**config.mk**
```make
export PLATFORM = sky130hd
export DESIGN_NAME = tccw_ctrl
export DESIGN_NICKNAME = d
export VERILOG_FILES = /design/src/rtl/tccw_pkg.sv /design/src/rtl/tccw_ctrl.sv
export SDC_FILE = /design/constraint.sdc
export NUM_CORES = 1
export LEC_CHECK = 0
export ABC_CLOCK_PERIOD_IN_PS = 1400
export BUFFER_PORTS_ARGS = -buffer_cell sky130_fd_sc_hd__buf_2
export CAP_MARGIN = 20
export CORE_AREA = 2 2 39 41
export CTS_BUF_LIST = sky130_fd_sc_hd__clkbuf_4
export DETAILED_ROUTE_END_ITERATION = 10
export DIE_AREA = 0 0 41 43
export PLACE_DENSITY = 0.42
export RECOVER_POWER = 100
export SLEW_MARGIN = 20
export SYNTH_ARGS = -nofsm -noshare
export SYNTH_HDL_FRONTEND = slang
export SYNTH_SLANG_ARGS = --single-unit
```
**constraint.sdc**
```tcl
create_clock -name clk -period 1.4 [get_ports clk]
set_clock_uncertainty 0.15 [all_clocks]
set_input_delay 0.28 -clock clk [delete_from_list [all_inputs] [get_ports clk]]
set_output_delay 0.28 -clock clk [all_outputs]
set_load 0.01 [all_outputs]
```
**src/rtl/tccw_pkg.sv**
```systemverilog
// Package with the geometry, codes, state type and control structs of the text console writer.
`timescale 1ns / 1ps
`default_nettype none

package tccw_pkg;

    localparam int COLUMNS    = 80;
    localparam int ROWS       = 25;
    localparam int CELL_COUNT = ROWS * COLUMNS;
    localparam int ADDR_W     = $clog2(CELL_COUNT);
    localparam int COL_W      = $clog2(COLUMNS);
    localparam int ROW_W      = $clog2(ROWS);
    localparam int CNT_W      = $clog2(CELL_COUNT + 1);
    // Common width for comparing the 11-bit port fields against the cell count.
    localparam int WIDE_W     = (ADDR_W > 11) ? ADDR_W : 11;

    localparam logic [15:0] BLANK_CELL     = 16'h0720;
    localparam logic [7:0]  ATTR_FORCE     = 8'h07;
    localparam logic [7:0]  CODE_BACKSPACE = 8'h08;
    localparam logic [7:0]  CODE_NEWLINE   = 8'h0A;
    localparam logic [7:0]  CODE_RETURN    = 8'h0D;
    localparam logic [7:0]  CODE_SPACE     = 8'h20;

    localparam logic CMD_PUT  = 1'b0;
    localparam logic CMD_READ = 1'b1;

    typedef enum logic [2:0] {
        ST_CLEAR,
        ST_IDLE,
        ST_EXEC,
        ST_SCROLL,
        ST_DONE
    } state_t;

    typedef struct packed {
        logic load;
        logic exec;
        logic clear_step;
        logic scroll_step;
        logic emit;
    } ctrl_cmd_t;

    typedef struct packed {
        logic scroll_needed;
        logic clear_last;
        logic sweep_last;
        logic out_busy;
    } dp_status_t;

endpackage

`default_nettype wire

```
**src/rtl/tccw_ctrl.sv**
```systemverilog
// Controller state machine of the text console writer.
`timescale 1ns / 1ps
`default_nettype none

module tccw_ctrl (
    input  wire logic                clk,
    input  wire logic                rst_n,
    input  wire logic                s_tvalid,
    output logic                     s_tready,
    input  wire tccw_pkg::dp_status_t status,
    output tccw_pkg::ctrl_cmd_t      cmd
);

    tccw_pkg::state_t state_reg;
    tccw_pkg::state_t state_next;

    always_ff @(posedge clk or negedge rst_n)
    begin
        if (!rst_n)
        begin
            state_reg <= tccw_pkg::ST_CLEAR;
        end
        else
        begin
            state_reg <= state_next;
        end
    end

    always_comb
    begin
        state_next = state_reg;
        case (state_reg)
            tccw_pkg::ST_CLEAR:
            begin
                if (status.clear_last)
                begin
                    state_next = tccw_pkg::ST_IDLE;
                end
            end
            tccw_pkg::ST_IDLE:
            begin
                if (s_tvalid)
                begin
                    state_next = tccw_pkg::ST_EXEC;
                end
            end
            tccw_pkg::ST_EXEC:
            begin
                if (status.scroll_needed)
                begin
                    state_next = tccw_pkg::ST_SCROLL;
                end
                else
                begin
                    state_next = tccw_pkg::ST_DONE;
                end
            end
            tccw_pkg::ST_SCROLL:
            begin
                if (status.sweep_last)
                begin
                    state_next = tccw_pkg::ST_DONE;
                end
            end
            tccw_pkg::ST_DONE:
            begin
                if (!status.out_busy)
                begin
                    state_next = tccw_pkg::ST_IDLE;
                end
            end
            default:
            begin
                state_next = tccw_pkg::ST_CLEAR;
            end
        endcase
    end

    always_comb
    begin
        cmd      = '0;
        s_tready = 1'b0;
        case (state_reg)
            tccw_pkg::ST_CLEAR:
            begin
                cmd.clear_step = 1'b1;
            end
            tccw_pkg::ST_IDLE:
            begin
                s_tready = 1'b1;
                cmd.load = s_tvalid;
            end
            tccw_pkg::ST_EXEC:
            begin
                cmd.exec = 1'b1;
            end
            tccw_pkg::ST_SCROLL:
            begin
                cmd.scroll_step = 1'b1;
            end
            tccw_pkg::ST_DONE:
            begin
                cmd.emit = !status.out_busy;
            end
            default:
            begin
                cmd = '0;
            end
        endcase
    end

endmodule

`default_nettype wire

```
### Word-level counts from Yosys, hierarchy flattened

Index checks and enable logic that the tools add are counted.

* bits of input ports: 7
* output and inout port bits: 6
* register bits after elaboration: 3
* logic and storage cells: 24

* reductions and logical operators: 3
* mux-type cells: 12
* equality and inequality tests: 8

Operator list (count)
* 2-to-1 mux 3 bit: 5
* case mux 3 bit (5 select lines): 1
* != test 2 bit, second input constant: 4
* == test 3 x 2 -> 1 bit, second input constant: 2
* 2-to-1 mux 1 bit: 6
* AND reduction 4 bit: 1
* == test 3 x 1 -> 1 bit, second input constant: 1
* == test 3 bit, second input constant: 1
* logical NOT 3 bit: 1
* logical NOT 1 bit: 1

### Longest topological paths before layout

* depth after elaboration: 3
* gate-level depth with buffers: 4
* mapped depth without buffers: 3

### Least setup slack after synthesis

No wires, ideal clock.

* kind: reg2out
* start: reg state_reg[0]
* end: out cmd[0] (netlist bit)
* buffers on the path: 1
* setup slack: 0.075 ns
* required time: 0.970 ns
* stages on the path, launching flop included: 3
* data arrival time: 0.895 ns
* cell sequence: dfrtp_1 -> buf_4 -> nor4b_2

RTL lines
* start: declaration: RTL line tccw_ctrl.sv:14 `tccw_pkg::state_t state_reg;`
* start signal: assignment: RTL line tccw_ctrl.sv:21 `state_reg <= tccw_pkg::ST_CLEAR;`
* start signal: assignment: RTL line tccw_ctrl.sv:25 `state_reg <= state_next;`
* end: declaration: RTL line tccw_ctrl.sv:11 `output tccw_pkg::ctrl_cmd_t cmd`

==> results.cfg <==
[timing]
max_slew.worst_pin.slew_ns = 0.207
fin_crit_sh = 1.11
max_freq_mhz = 641
slew_violations = 0
grt_setup_unrepaired = true
finalHoldViolations = 0
relSlewSlack = 0.862
setup_viol = 7
fin_crit_ns = 1.56
timing.final.ws_setup_ns = -0.160

[placed_design]
hpwl_um = 467
dpl.cell_count = 55
port_buffers = 12
place_congestion = 0.670

[final_layout]
diodes = 0
areaGrowthSynthToFinish_pct = 97.8
layout_commonest_cell = buf_2
utilization = 0.322
multi_input_area_um2 = 158
fin_cells = 65
nets = 57
mostFrequentLayoutCells = buf_2 (11), buf_4 (8), clkbuf_4 (4)
drive_gt1_frac = 0.694
fill_cells = 149
final-seq-area_um2 = 78.8
largest_register_ffs = 3

[critical_path]
start_kind = register
cp_top_family = flip-flops
setup.worst_path.end_class = output port
slowest_delay_ns = 0.45
critPathBufInv = 1
crit_arrival_ns = 1.13
worstPathMaxFanout = 7
crit_type = register to output port
cp.required_ns = 0.97
cp_slowest_cell = dfrtp_2
crit_path_cell_trace = nor4b_4 > buf_2

[hold_path]
min_path_type = primary input to register

[yosys]
synthDistinctLibCells = 18
syn_area_per_cell_um2 = 9.38
ys_seq_area_frac = 0.333
yosys_warnings = 0
syn_nets = 31
netlist_instances = 24
ys_ff_latch = 3
synthesis.area_um2 = 225

[global_route]
grt_pass1_vias = 244
gr-usage-all-layers = 0.0907
grt_pass1_wl_um = 1010
grt_max_degree = 8
grt_overflow_total = 0
antenna_found_initial = 0

[floorplan]
die_h_um = 43
core-area_um2 = 1380
rows = 14
dieArea_um2 = 1760
io_pins = 13
start_util = 0.163
die-width_um = 41

[routing]
wl_um = 658
wl_per_cell_um = 10.1
ant_nets = 0
drt_iter0_drc = 1
via_per_inst = 4.09
drt_pass1_iterations = 3
route.detailed.drc = 0
num_vias = 266

[clock_tree]
clockBufferDepth = 2
cts_tree = done
cts_buffers = 3
cts_root_buf = clkbuf_4
clock_latency_ns = 0.23
cts_sinks = 3
cts.clk_slew.worst_paths_ns = 0.04
h-tree-depth = 1

[power]
pwr_density_cell_nw_per_um2 = 2160
leakage_nw = 0.216
ir_drop_v = 0.000633

[run_status]
outcome = finished, violations left
violations = negative setup slack

[flow_run]
drv_cap = 0
[where the power goes]
| group | leakage (nW) | internal, mW | switching [mW] |
|---|---|---|---|
| Combinational | 0.163 | 0.350 | 0.230 |
| Clock | 0.0184 | 0.126 | 0.0441 |
| Sequential | 0.0343 | 0.133 | 0.0796 |
[area by class of cell]
| class | count | share of cell area |
|---|---|---|
| clock buffers | 4 | 0.0674 |
| inverters | 2 | 0.0169 |
| multi-input cells | 17 | 0.354 |
| flip-flops and latches | 3 | 0.177 |
| well taps | 16 | 0.0449 |
| repair buffers | 23 | 0.340 |
[cell families (layout without fill, tap and decap cells)]
kind of cell | count (synthesis) | in the layout | share of synthesized area
AO/OA/AOI/OAI | 5 | 5 | 0.172
buffers and inverters | 4 | 29 | 0.0889
flip-flops | 3 | 3 | 0.333
multiplexers | 1 | 1 | 0.100
AND/OR/NAND/NOR | 11 | 11 | 0.306
[what timing repair did]
| item | CTS | global route |
|---|---|---|
| endpoints found under the setup margin | 6 | 8 |
| hold buffers | 1 | 0 |
| buffers inserted | 2 | 3 |
| pin swaps | 1 | 1 |
| endpoints found under the hold margin | 3 | 0 |
| resized for setup | 6 | 5 |
[metal layers]
metal / up-vias / wire length [µm] / GRT usage
li1: 136 / - / -
met1: 121 / 255 / 0.101
met2: 9 / 342 / 0.128
met3: 0 / 60 / 0.0471
met4: 0 / 0 / 0.0600
met5: - / 0 / 0
[worst paths after layout]
kind                                    from            to  slack [ns]  cells after the start
min in group asynchronous              rst_n  state_reg[2]        0.24                      2
worst max-delay path            state_reg[0]        cmd[0]       -0.16                      2
worst min-delay path               status[0]  state_reg[2]        0.21                      2
worst max register to register  state_reg[1]  state_reg[0]       -0.07                      5
max in group asynchronous              rst_n  state_reg[1]        0.67                      2
worst min register to register  state_reg[2]  state_reg[1]        0.47                      2
[stage by stage]
stage | hold slack, ns | instance area (µm²) | setup TNS, ns | worst slack [ns] | total power [mW]
CTS | 0.196 | 408 | -0.938 | -0.170 | 0.873
global placement | -0.0702 | 330 | 0 | 0.00666 | 0.612
floorplan | -0.166 | 225 | 0 | 0.0750 | 0.424
global route | 0.202 | 445 | -1.27 | -0.219 | 1.04
finish | 0.206 | 445 | -0.875 | -0.160 | 0.963
detailed placement | -0.0676 | 330 | 0 | 0.0263 | 0.603
[cells in the mapped netlist]
cell type / number / area (µm²)
o21bai_2: 1 / 11.3
nor3b_1: 1 / 7.51
nor2_1: 1 / 3.75
mux4_2: 1 / 22.5
buf_4: 1 / 7.51
a21oi_1: 1 / 5.00
nor3_1: 2 / 10.0
o211ai_1: 1 / 7.51
nor4b_2: 1 / 15.0
dfrtp_1: 3 / 75.1
nor2b_1: 2 / 12.5
buf_2: 1 / 5.00
nand2_1: 2 / 7.51
o21ai_0: 1 / 5.00
or2_0: 1 / 6.26
and2_1: 1 / 6.26
a32o_1: 1 / 10.0
inv_1: 2 / 7.51
[worst register-to-register path: stages (launching register included)]
cell and delay [ns]:
dfrtp_2 0.44, buf_6 0.14, buf_4 0.13, buf_4 0.12, mux4_2 0.29, o21bai_2 0.12
Power figures use the tool's default switching activity.
